--- src/hw/rtl/tasm_pkg.sv ---
// Package for the threshold alert state machine.
// Holds the shared types, codes and constants; it depends on nothing else.
`timescale 1ns / 1ps

package tasm_pkg;

	localparam int CFG_ADDR_BITS = 5;
	localparam int DELAY_BITS = 26;
	localparam int OCC_BITS = 8;
	localparam int ID_BITS = 8;
	localparam int LEVEL_BITS = 32;

	localparam logic [OCC_BITS-1:0] OCC_WRAP_ABOVE = 8'd250;
	localparam logic [DELAY_BITS-1:0] SILENCE_RESET_MS = 26'd3600000;

	typedef enum logic [1:0] {
		FN_SAMPLE   = 2'd0,
		FN_RESPONSE = 2'd1,
		FN_TICK     = 2'd2,
		FN_UNUSED   = 2'd3
	} func_t;

	typedef enum logic [1:0] {
		CMD_ACK      = 2'd0,
		CMD_SILENCE  = 2'd1,
		CMD_TEST_OFF = 2'd2,
		CMD_TEST_ON  = 2'd3
	} cmd_t;

	typedef enum logic [1:0] {
		MODE_GT   = 2'd0,
		MODE_LT   = 2'd1,
		MODE_EQ   = 2'd2,
		MODE_NONE = 2'd3
	} mode_t;

	typedef enum logic [1:0] {
		STS_NORMAL   = 2'd0,
		STS_EXCEEDED = 2'd1,
		STS_ACKED    = 2'd2
	} status_t;

	typedef enum logic [1:0] {
		ALR_NORMAL   = 2'd0,
		ALR_ACTIVE   = 2'd1,
		ALR_SILENCED = 2'd2,
		ALR_ACKED    = 2'd3
	} alert_t;

	typedef enum logic [2:0] {
		REG_MODE      = 3'd0,
		REG_LEVEL     = 3'd1,
		REG_DELAY     = 3'd2,
		REG_SYSTEM    = 3'd3,
		REG_SUBSYSTEM = 3'd4
	} reg_idx_t;

	typedef struct packed {
		mode_t                  mode;
		logic [LEVEL_BITS-1:0]  level;
		logic [DELAY_BITS-1:0]  delay;
		logic [ID_BITS-1:0]     system;
		logic [ID_BITS-1:0]     subsystem;
	} cfg_t;

	typedef struct packed {
		status_t                status;
		alert_t                 alert;
		logic [OCC_BITS-1:0]    occ;
		logic                   silence;
		logic                   ack;
		logic [DELAY_BITS-1:0]  countdown;
	} alert_state_t;

endpackage

--- src/hw/rtl/threshold_alert_state_machine.sv ---
// Top level of the threshold alert state machine: register port, handshakes, state.
// Depends on tasm_pkg and instantiates tasm_next.
`timescale 1ns / 1ps

// Each item (a sample test, an alert response or a millisecond tick) is applied to the
// alert state registers, which double as the result register; one item can be taken in
// every cycle while results are taken as fast. The next item is taken in the same cycle
// as the waiting result leaves; it waits only when the result is stalled. The user must
// write registers through the APB port only while no transfer is in flight (not enforced).
module threshold_alert_state_machine
	import tasm_pkg::*;
#(
	parameter int VALUE_BITS = 32
) (
	input  logic                     clk,
	input  logic                     arst_n,
	input  logic                     psel,
	input  logic                     penable,
	input  logic                     pwrite,
	input  logic [CFG_ADDR_BITS-1:0] paddr,
	input  logic [31:0]              pwdata,
	output logic [31:0]              prdata,
	output logic                     pready,
	input  logic                     item_valid,
	output logic                     item_ready,
	input  logic [1:0]               func,
	input  logic [31:0]              sample_value,
	input  logic [ID_BITS-1:0]       resp_system,
	input  logic [ID_BITS-1:0]       resp_subsystem,
	input  logic [1:0]               resp_command,
	output logic                     result_valid,
	input  logic                     result_ready,
	output logic [1:0]               threshold_status,
	output logic [1:0]               alert_state,
	output logic [OCC_BITS-1:0]      occurrence_count,
	output logic                     silence_on,
	output logic                     ack_on,
	output logic                     response_matched
);

	cfg_t         cfg_q;
	alert_state_t st_q;
	alert_state_t st_nxt;
	logic         matched_nxt;
	logic         matched_q;
	logic         valid_q;
	logic         item_xfer;
	logic         cfg_wr;
	logic [2:0]   reg_idx;

	assign pready = 1'b1;
	assign cfg_wr = psel && penable && pwrite;
	assign reg_idx = paddr[CFG_ADDR_BITS-1:2];

	always_ff @(posedge clk or negedge arst_n) begin
		if (!arst_n) begin
			cfg_q.mode <= MODE_GT;
			cfg_q.level <= '0;
			cfg_q.delay <= SILENCE_RESET_MS;
			cfg_q.system <= '0;
			cfg_q.subsystem <= '0;
		end else if (cfg_wr) begin
			case (reg_idx)
				REG_MODE:      cfg_q.mode <= mode_t'(pwdata[1:0]);
				REG_LEVEL:     cfg_q.level <= pwdata;
				REG_DELAY:     cfg_q.delay <= pwdata[DELAY_BITS-1:0];
				REG_SYSTEM:    cfg_q.system <= pwdata[ID_BITS-1:0];
				REG_SUBSYSTEM: cfg_q.subsystem <= pwdata[ID_BITS-1:0];
				default: begin
				end
			endcase
		end
	end

	always_comb begin
		case (reg_idx)
			REG_MODE:      prdata = {30'd0, cfg_q.mode};
			REG_LEVEL:     prdata = cfg_q.level;
			REG_DELAY:     prdata = {6'd0, cfg_q.delay};
			REG_SYSTEM:    prdata = {24'd0, cfg_q.system};
			REG_SUBSYSTEM: prdata = {24'd0, cfg_q.subsystem};
			default:       prdata = '0;
		endcase
	end

	assign item_ready = !valid_q || result_ready;
	assign item_xfer = item_valid && item_ready;

	tasm_next #(
		.VALUE_BITS(VALUE_BITS)
	) u_next (
		.cfg(cfg_q),
		.cur(st_q),
		.func(func),
		.sample_value(sample_value),
		.resp_system(resp_system),
		.resp_subsystem(resp_subsystem),
		.resp_command(resp_command),
		.nxt(st_nxt),
		.matched(matched_nxt)
	);

	always_ff @(posedge clk or negedge arst_n) begin
		if (!arst_n) begin
			st_q.status <= STS_NORMAL;
			st_q.alert <= ALR_NORMAL;
			st_q.occ <= '0;
			st_q.silence <= 1'b0;
			st_q.ack <= 1'b0;
			st_q.countdown <= '0;
			matched_q <= 1'b0;
			valid_q <= 1'b0;
		end else begin
			if (item_xfer) begin
				st_q <= st_nxt;
				matched_q <= matched_nxt;
				valid_q <= 1'b1;
			end else if (result_ready) begin
				valid_q <= 1'b0;
			end
		end
	end

	assign result_valid = valid_q;
	assign threshold_status = st_q.status;
	assign alert_state = st_q.alert;
	assign occurrence_count = st_q.occ;
	assign silence_on = st_q.silence;
	assign ack_on = st_q.ack;
	assign response_matched = matched_q;

	a_occ_range: assert property (@(posedge clk) disable iff (!arst_n)
		st_q.occ <= 8'd251)
		else $error("Occurrence count left its range.");

	a_acked_has_ack: assert property (@(posedge clk) disable iff (!arst_n)
		st_q.status == STS_ACKED |-> st_q.ack)
		else $error("Acknowledged status without an acknowledge flag.");

	a_acked_pair: assert property (@(posedge clk) disable iff (!arst_n)
		(st_q.alert == ALR_ACKED) == (st_q.status == STS_ACKED))
		else $error("Alert state and threshold status disagree on acknowledge.");

	a_no_overwrite: assert property (@(posedge clk) disable iff (!arst_n)
		valid_q && !result_ready |-> !item_xfer)
		else $error("A transfer was taken over a stalled result.");

endmodule

--- src/hw/rtl/tasm_next.sv ---
// Next-state logic of the threshold alert: applies one item to the alert state.
// Depends on tasm_pkg for the state, configuration and code types.
`timescale 1ns / 1ps

module tasm_next
	import tasm_pkg::*;
#(
	parameter int VALUE_BITS = 32
) (
	input  cfg_t                cfg,
	input  alert_state_t        cur,
	input  logic [1:0]          func,
	input  logic [31:0]         sample_value,
	input  logic [ID_BITS-1:0]  resp_system,
	input  logic [ID_BITS-1:0]  resp_subsystem,
	input  logic [1:0]          resp_command,
	output alert_state_t        nxt,
	output logic                matched
);

	localparam int CMP_BITS = (VALUE_BITS < LEVEL_BITS) ? VALUE_BITS : LEVEL_BITS;

	logic [CMP_BITS-1:0] value_c;
	logic [CMP_BITS-1:0] level_c;
	logic                hit;
	logic [OCC_BITS-1:0] occ_base;
	alert_state_t        hit_st;

	assign value_c = sample_value[CMP_BITS-1:0];
	assign level_c = cfg.level[CMP_BITS-1:0];

	always_comb begin
		unique case (cfg.mode)
			MODE_GT: hit = value_c > level_c;
			MODE_LT: hit = value_c < level_c;
			MODE_EQ: hit = value_c == level_c;
			default: hit = 1'b0;
		endcase
	end

	always_comb begin
		occ_base = (cur.occ > OCC_WRAP_ABOVE) ? '0 : cur.occ;
		hit_st = cur;
		hit_st.occ = occ_base;
		if (cur.status == STS_NORMAL) begin
			hit_st.status = STS_EXCEEDED;
			hit_st.occ = occ_base + 8'd1;
		end
		if (hit_st.status == STS_EXCEEDED) begin
			hit_st.alert = ALR_ACTIVE;
			if (cur.silence) begin
				hit_st.alert = ALR_SILENCED;
			end
			if (cur.ack) begin
				hit_st.alert = ALR_ACKED;
				hit_st.status = STS_ACKED;
			end
		end
	end

	always_comb begin
		nxt = cur;
		matched = 1'b0;
		unique case (func_t'(func))
			FN_SAMPLE: begin
				if (cfg.mode != MODE_NONE) begin
					if (hit) begin
						nxt = hit_st;
					end else begin
						nxt.status = STS_NORMAL;
						nxt.alert = ALR_NORMAL;
						nxt.ack = 1'b0;
					end
				end
				if (cur.countdown == '0) begin
					nxt.silence = 1'b0;
				end
			end
			FN_RESPONSE: begin
				matched = (resp_system == cfg.system) && (resp_subsystem == cfg.subsystem);
				if (matched) begin
					if (cmd_t'(resp_command) == CMD_ACK) begin
						nxt.ack = 1'b1;
					end else if (cmd_t'(resp_command) == CMD_SILENCE) begin
						nxt.silence = 1'b1;
						nxt.countdown = cfg.delay;
					end
				end
			end
			FN_TICK: begin
				if (cur.countdown != '0) begin
					nxt.countdown = cur.countdown - 26'd1;
				end
			end
			default: begin
				nxt = cur;
			end
		endcase
	end

endmodule
--- config.mk ---
export PLATFORM = sky130hd
export DESIGN_NAME = threshold_alert_state_machine
export DESIGN_NICKNAME = d
export VERILOG_FILES = /design/src/hw/rtl/tasm_pkg.sv /design/src/hw/rtl/threshold_alert_state_machine.sv /design/src/hw/rtl/tasm_next.sv
export SDC_FILE = /design/constraint.sdc
export NUM_CORES = 1
export LEC_CHECK = 0
export ABC_AREA = 1
export ABC_CLOCK_PERIOD_IN_PS = 2000
export BUFFER_PORTS_ARGS = -buffer_cell sky130_fd_sc_hd__buf_2
export CAP_MARGIN = 0
export CORE_MARGIN = 10
export CORE_UTILIZATION = 52
export DETAILED_ROUTE_END_ITERATION = 10
export HOLD_SLACK_MARGIN = 0.06
export PLACE_DENSITY_LB_ADDON = 0.2
export SYNTH_ARGS = -nofsm -noshare
export SYNTH_HDL_FRONTEND = slang
export SYNTH_SLANG_ARGS = --single-unit
--- constraint.sdc ---
create_clock -name clk -period 2 [get_ports clk]
set_input_delay 0.1 -clock clk [delete_from_list [all_inputs] [get_ports clk]]
set_output_delay 0.1 -clock clk [all_outputs]
set_load 0.01 [all_outputs]
## Word-level counts from Yosys, hierarchy flattened

Cells that the tools add are included.

- $add $sub $neg: 2
- Multiply operators: 0
- Divide/modulo/power cells: 0
- $lt $le $gt $ge: 3
- Equality and inequality tests: 23
- Shifts and indexed selects: 0
- Mux-type cells: 24
- Bitwise logic cells: 1
- Reduce and logical (&&, ||, !) cells: 27

Operator list:

| operator | number |
|---|---|
| $pmux 32 s5 | 1 |
| $mux 26 | 3 |
| $pmux 26 s3 | 1 |
| $mux 28 | 2 |
| $eq 32x32->1 | 1 |
| $gt 32x32->1 | 1 |
| $lt 32x32->1 | 1 |
| $logic_not 26->1 | 1 |
| $reduce_bool 26->1 | 1 |
| $sub 26x1->26 const B | 1 |
| $eq 8x8->1 | 2 |
| $mux 8 | 2 |
| $mux 4 | 3 |
| $ne 2x1->1 const B | 6 |
| $reduce_and 6->1 | 2 |
| $reduce_and 2->1 | 5 |
| $add 8x1->8 const B | 1 |
| $eq 2x1->1 const B | 4 |
| $gt 8x8->1 const B | 1 |
| $logic_not 2->1 | 4 |
| $mux 1 | 8 |
| $ne 2x2->1 const B | 4 |
| $reduce_and 4->1 | 2 |
| $reduce_and 7->1 | 1 |
| 14 further kinds | 22 |

- Register bits after elaboration: 118
- Bits in latches: 0
- Memory bits (writable): 0
- ROM bits: 0
- Bits of input ports: 96
- Output and inout bits: 50
- Logic and storage cells: 93
- Memories kept: 0

## Depth between registers and ports, before layout

Gate-level depths: netlist (run 1).

- Depth after elaboration: 6
- Mapped depth: 20
- Mapped depth without buffers: 20

## By module

A second synthesis (run 1) with hierarchy kept.

- Cell total of the unflattened synthesis: 1276
- Area, all modules: 8690.8 µm²

Modules (own cells, without submodules):

| module | times used | cells an instance | area each (µm²) | sequential area each (µm²) |
|---|---|---|---|---|
| threshold_alert_state_machine | 1 | 614 | 5256.3 | 2966.6 |
| tasm_next | 1 | 662 | 3434.5 | 0.0 |

## Worst setup path before layout (run 1)

OpenSTA, ideal clock, no wires.

- Path type: reg-to-reg
- From: reg st_q[0] in the netlist's numbering
- To: reg st_q[24] in the netlist's numbering
- Setup time: 74 ps
- Arrival time: 1805 ps
- Data required time: 1926 ps
- Path slack: 121 ps
- Stages on the path, launching flop included: 14
- Buffers on the path: 1
- Period minus slack after synthesis: 1879 ps
- Cell sequence: dfrtp_1 > inv_1 > ha_1 > nand2_2 > nor2_4 > nand3_2 > nor2_4 > nand3_2 > nor4_4 > o21ai_4 > nand2_8 > buf_12 > nand2_1 > o21ai_2

- Word-level cells in the longest chain between the ends: 3
- Elaborated cells on any way between the ends: 6
- Classes of those cells: add/sub (1); eq/ne (1); mux (2); reduce/logical (2)

RTL lines:

| item | RTL line | RTL |
|---|---|---|
| from (decl) | threshold_alert_state_machine.sv:42 | `alert_state_t st_q;` |
| from (signal assigned) | threshold_alert_state_machine.sv:115 | `st_q <= st_nxt;` |
| $sub 26x1->26 / $reduce_bool 26->1 (equally long branches) | tasm_next.sv:92, tasm_next.sv:91 |  |
| $mux 26 / $ne 2x1->1 (equally long branches) | - |  |
| $pmux 26 s3 / $reduce_and 7->1 (equally long branches) | - |  |

Parallel ways exist; a longest one is shown, timed or not. The select of a mux whose other input is x is not followed.
A chain may end at the register's enable or synchronous reset.

## Final worst setup path (run 1)

- From: reg st_q[1] in the netlist's numbering
- To: reg st_q[0] in the netlist's numbering

- Word-level cells in the longest chain between the ends: 3

RTL lines:

| item | RTL line | RTL |
|---|---|---|
| $reduce_bool 26->1 | tasm_next.sv:91 | `if (cur.countdown != '0) begin` |
| $ne 2x1->1 (no source line) | - |  |
| $reduce_and 7->1 (no source line) | - |  |

No other way between the ends.

==> results of run 1 <==
kinds of logic (layout without fill, tap and decap cells):
family	Yosys count	in the layout	synth area share, %
and+or+nand+nor	411	413	23.81
buffers and inverters	173	407	10.29
xor gates and xnor gates	25	25	3.018
other	1	3	0.05168
muxes	1	1	0.1380
AOI/OAI and AO/OA	199	199	15.93
adders and majority gates	34	34	5.863
DFF	118	118	40.89
final cells by class:
class | instances | area share, %
Antenna cell | 2 | 0.04920
Clock buffer | 24 | 4.932
Clock inverter | 8 | 1.402
Inverter | 132 | 4.920
Multi-Input combinational cell | 673 | 40.82
Sequential cell | 118 | 29.16
Tap cell | 180 | 2.214
Timing Repair Buffer | 243 | 16.49
tightest hold or removal path, cell delays in order:
cell and delay (ps):
buf_2 100, nand2_1 170, nand2_1 100
sequential cells by signal, indices dropped and copies added, names as in the netlist:
signal / flops
ack_on: 1
alert_state: 2
cfg_q: 76
occurrence_count: 8
response_matched: 1
result_valid: 1
silence_on: 1
st_q: 26
threshold_status: 2
stage by stage:
| stage | area, um2 | setup slack (ps) |
|---|---|---|
| 5_1_grt | 10170 | -165.4 |
| 3_5_place_dp | 8398 | -156.6 |
| 2_1_floorplan | 7256 | 121.3 |
| 6_report | 10170 | -33.71 |
| 3_3_place_gp | 8398 | -113.9 |
| 4_1_cts | 9817 | -39.75 |
path summary, 6_finish.rpt:
kind / startpoint / to / slack [ps] / cells past startpoint
max in group asynchronous: arst_n / cfg_q[49] / 1130 / 3
min in group asynchronous: arst_n / occurrence_count[0] / 250 / 3
min: item_valid / result_valid / 80 / 3
min reg2reg: alert_state[0] / alert_state[0] / 480 / 2
max reg2reg: st_q[1] / st_q[0] / -30 / 13
max: st_q[1] / st_q[0] / -30 / 13
cell usage after synthesis (9+ instances only):
cell and instances:
nand2_1 269, inv_1 129, o21ai_0 112, dfrtp_1 107
nor2_1 73, ha_1 34, nand3_1 30, a21oi_1 29
clkbuf_1 22, xnor2_1 19, o22ai_1 16, o21ai_2 14
buf_4 13, nand4_1 12, dfstp_2 11, nor3_1 9
o21a_1 9
power breakdown:
| group | switching (mW) | internal [mW] | leakage (nW) |
|---|---|---|---|
| clock network | 1.09 | 2.24 | 0.316 |
| logic | 1.74 | 1.42 | 3.23 |
| registers | 0.470 | 2.90 | 1.49 |
| total | 3.30 | 6.56 | 5.04 |
routing by layer:
metal	routed length, um	share of wire (%)	track usage (%)	up-vias
met5	0	0	0	-
met4	511	2.2	7.714	0
met3	1430	6.2	5.685	40
met2	11880	51	39.71	228
met1	9389	40	27.10	3526
li1	-	-	-	3553
repair_timing:
item | CTS | global route
hold buffers | 35 | 0
gates resized for setup | 76 | 74
endpoints found under the hold margin | 178 | 0
pin swaps | 33 | 33
endpoints found under the setup margin | 37 | 40
setup buffers | 9 | 5
cloned | 4 | 1
==> impl_metrics.json, run 1 <==
{
  "grt_overflow_total": 0,
  "worstHoldPathType": "in2reg",
  "fin_worst_skew_ps": 5.799,
  "wl_per_cell_um": 16.82,
  "rsz0062_at_grt": "yes",
  "cp_max_fo": 5,
  "path_clk_slew_ps": 50,
  "pin_count": 146,
  "finalMaxSlewViolations": 0,
  "min_period_ps": 2034,
  "antenna_found_initial": 2,
  "cp-end-kind": "flip-flop",
  "syn_inst": 962,
  "synth_edf_count": 0,
  "cp_slowest_cell": "dfrtp_1",
  "place_congestion": 0.9099,
  "leakagePower_nw": 5.036,
  "die_h_um": 138.1,
  "row_count": 43,
  "synth.distinct_cells": 49,
  "crit_buf_inv": 3,
  "cp.arrival_ps": 2340,
  "cts_root_buf": "clkbuf_16",
  "final-setup-viol-count": 7,
  "grt_max_degree": 119,
  "ys_seq_area_share_pct": 40.89,
  "post-synth-top-area-cell": "dfrtp_1",
  "criticalPathCategory": "reg2reg",
  "setup_tns_ps": -143.0,
  "synth_fp_nets": 1092,
  "synth_flop_cell": "dfrtp_1",
  "crit_path_start_kind": "flip-flop",
  "place_inst": 1296,
  "io_buffers": 142,
  "track_usage_pct": 22.94,
  "failed_checks": "negative setup slack",
  "stdcell_count": 1380,
  "route.detailed.drc": 0,
  "synth_seq_cells": 118,
  "setup_ws_ps": -33.71,
  "htree_levels": 4,
  "cts_buffer_depth": 2,
  "cp_slowest_stage_delay_ps": 410,
  "clk_latency_ps": 420,
  "cts_sinks": 118,
  "power_density_mw_per_mm2": 969.0,
  "cpLargestDelayFamily": "simple AND/OR/NAND/NOR gates",
  "utilization_pct": 73.86,
  "synth_top_cells_by_area": "dfrtp_1 (37%), nand2_1 (14%), o21ai_0 (7.7%), inv_1 (6.7%), ha_1 (5.9%)",
  "synth_top_area_share_pct": 36.90,
  "vdd_ir_drop_max_uv": 679.4,
  "coreArea_mm2": 0.01377,
  "numCtsBuffers": 17,
  "die_area_mm2": 0.01908,
  "crit_path_frequent_cell": "nor2_4",
  "vias": 7347,
  "layout_commonest_cell": "nand2_1",
  "drive_above_1_share_pct": 33.22,
  "synthArstFlopShare_pct": 100.0,
  "wirelength_mm": 23.21,
  "syn-cell-area_mm2": 0.007256,
  "cp_cell_sequence": "inv_2 -> ha_4 -> nand2_4 -> nor2_4 -> nand3_2 -> nor2_4 -> nand3_4 -> nor4_4 -> o21ai_4 -> nand2_8 -> buf_12 -> clkbuf_16 -> o21ai_2",
  "critical_path_required_ps": 2300,
  "vias_per_cell": 5.324,
  "grt_pass1_vias": 7510,
  "hold_viol_final": 0,
  "multiInputGateArea_mm2": 0.004153,
  "nets": 1315,
  "fill_cells": 1039,
  "max_cap_violations": 0,
  "tritoncts": "yes",
  "grt_pass1_wl_mm": 36.52,
  "status": "finished, violations left",
  "place_hpwl_mm": 15.04,
  "whs_ps": 81.04,
  "dr.pass1.iters": 5,
  "area_delta_synth_final_pct": 40.20,
  "seqCellArea_mm2": 0.002967,
  "slew_headroom_pct": 50.64,
  "timing_worst_slew_pin_value_ps": 740.4,
  "die_w_um": 138.1,
  "total_power_mw": 9.857,
  "postSynthAreaPerCell_um2": 7.542,
  "antenna_left": 0,
  "fin_crit_sh_pct": 101.7,
  "clock.fmax_mhz": 491.7,
  "drt_iter0_drc": 563,
  "initial_core_util_pct": 52.68,
  "final_cell_mix": "nand2_1 (232), buf_2 (141), dfrtp_1 (107), inv_1 (106), o21ai_0 (104)",
  "ys_warn_count": 0
}
Note: power is estimated with default switching activity, not from simulation.
==> run 2, diff against run 1 <==
--- a/config.mk
+++ b/config.mk
@@ -11,6 +11,7 @@
 export CAP_MARGIN = 0
 export CORE_MARGIN = 10
 export CORE_UTILIZATION = 52
+export CTS_BUF_LIST = sky130_fd_sc_hd__clkbuf_4
 export DETAILED_ROUTE_END_ITERATION = 10
 export HOLD_SLACK_MARGIN = 0.06
 export PLACE_DENSITY_LB_ADDON = 0.2
==> impl_metrics.json, run 2 (synthesized netlist as in run 1, its figures left out) <==
{
  "power_density_mw_per_mm2": 845.4,
  "max_cap_violations": 0,
  "wl_per_cell_um": 16.31,
  "min_period_ps": 2093,
  "initial_core_util_pct": 52.68,
  "criticalPathCategory": "reg2reg",
  "coreArea_mm2": 0.01377,
  "htree_levels": 4,
  "cp_max_fo": 7,
  "drt_iter0_drc": 553,
  "status": "finished, violations left",
  "cpLargestDelayFamily": "simple AND/OR/NAND/NOR gates",
  "grt_max_degree": 119,
  "vias": 7403,
  "clk_latency_ps": 550,
  "largest_register": "cfg_q",
  "failed_checks": "negative setup slack",
  "hold_viol_final": 0,
  "cts_buffer_depth": 2,
  "area_delta_synth_final_pct": 40.32,
  "fin_crit_sh_pct": 104.6,
  "dr.pass1.iters": 7,
  "fin_worst_skew_ps": 17.17,
  "cp_slowest_stage_delay_ps": 370,
  "crit_path_start_kind": "flip-flop",
  "final-setup-viol-count": 29,
  "crit_path_frequent_cell": "nand2_4",
  "die_w_um": 138.1,
  "wirelength_mm": 22.95,
  "cts_root_buf": "clkbuf_4",
  "layout_commonest_cell": "nand2_1",
  "grt_pass1_vias": 7463,
  "slew_headroom_pct": 48.79,
  "design_area_mm2": 0.01018,
  "cts_sinks": 118,
  "critical_path_required_ps": 2470,
  "setup_tns_ps": -1203,
  "vdd_ir_drop_max_uv": 476.5,
  "path_clk_slew_ps": 100,
  "crit_buf_inv": 3,
  "numCtsBuffers": 17,
  "setup_ws_ps": -92.56,
  "placed_area_mm2": 0.008398,
  "antenna_found_initial": 0,
  "pin_count": 146,
  "grt_overflow_total": 0,
  "tritoncts": "yes",
  "grt_pass1_wl_mm": 35.75,
  "largest_register_ffs": 76,
  "rsz0062_at_grt": "yes",
  "io_buffers": 142,
  "timing_worst_slew_pin_value_ps": 768.2,
  "die_h_um": 138.1,
  "worstHoldPathType": "in2reg",
  "place_hpwl_mm": 15.04,
  "finalMaxSlewViolations": 0,
  "cp-end-kind": "flip-flop",
  "route.detailed.drc": 0,
  "cp.arrival_ps": 2560,
  "place_congestion": 0.9099,
  "cp_cell_sequence": "inv_2 -> ha_4 -> nand2_4 -> nor2_4 -> nand2_4 -> nor3_4 -> nand4_1 -> nand2_2 -> nand2_2 -> nand2_4 -> nand2_8 -> buf_12 -> inv_8 -> nand2_1 -> o21ai_1",
  "clock.fmax_mhz": 477.9,
  "cp_slowest_cell": "dfrtp_1",
  "die_area_mm2": 0.01908,
  "vias_per_cell": 5.262,
  "nets": 1344,
  "antenna_left": 0,
  "row_count": 43,
  "drive_above_1_share_pct": 33.82,
  "leakagePower_nw": 5.080,
  "diodes": 0,
  "final_cell_mix": "nand2_1 (230), buf_2 (141), dfrtp_1 (107), inv_1 (106), o21ai_0 (103)",
  "track_usage_pct": 22.43
}
run 2: metrics by stage:
stage	power [mW]	std cells	setup WS, ps	util, %	hold slack [ps]
CTS	8.155	1394	-47.61	70.41	62.70
global placement	5.778	1296	-113.9	60.97	253.9
floorplan	4.940	962	121.3	-	-195.6
finish	8.607	1407	-92.56	73.92	54.73
detailed placement	5.855	1296	-156.6	60.97	252.2
global route	9.172	1407	-234.3	73.92	81.47
run 2: worst reg2reg max path: cells and delay by family, from the launching register on:
kind	cells	cell delay, ps
AOI/OAI and AO/OA	1	70
DFF	1	370
adders and majority gates	1	280
buffers and inverters	3	250
and+or+nand+nor	10	1040
run 2: area by class of cell:
class | instances | area [um2]
multi-input cells | 673 | 4225
fillers | 1038 | 3592
flip-flops and latches | 118 | 2967
repair buffers | 272 | 1957
inverters | 132 | 503.0
well taps | 180 | 225.2
clock inverters | 13 | 161.4
clock buffers | 19 | 142.6
run 2: path summary, 6_finish.rpt:
path                                startpoint                   to  slack (ps)  cells past startpoint
worst min register to register       cfg_q[24]            cfg_q[24]         500                      2
max in group asynchronous               arst_n            cfg_q[71]        1260                      3
worst max-delay path                 cfg_q[71]  occurrence_count[0]         -90                     15
worst min-delay path            resp_system[4]     response_matched          50                      6
min in group asynchronous               arst_n  occurrence_count[0]          90                      3
worst max register to register       cfg_q[71]  occurrence_count[0]         -90                     15
run 2: routing by layer:
layer	routed length [um]	track usage (%)
met5	0	0
met4	533	8.158
met3	1300	5.308
met2	11660	38.68
met1	9449	26.53
run 2: where the power goes:
part / total, mW / leakage, nW / switching, mW / internal [mW]
Combinational: 3.35 / 3.43 / 1.81 / 1.54
Clock: 1.91 / 0.164 / 0.920 / 0.992
Sequential: 3.34 / 1.49 / 0.452 / 2.89
run 2: timing repair:
item,CTS,global route
setup endpoints to repair,37,40
hold buffers,44,0
hold endpoints to repair,198,0
resized for setup,89,75
setup buffers,18,15
cloned,5,0
pin swaps,32,46
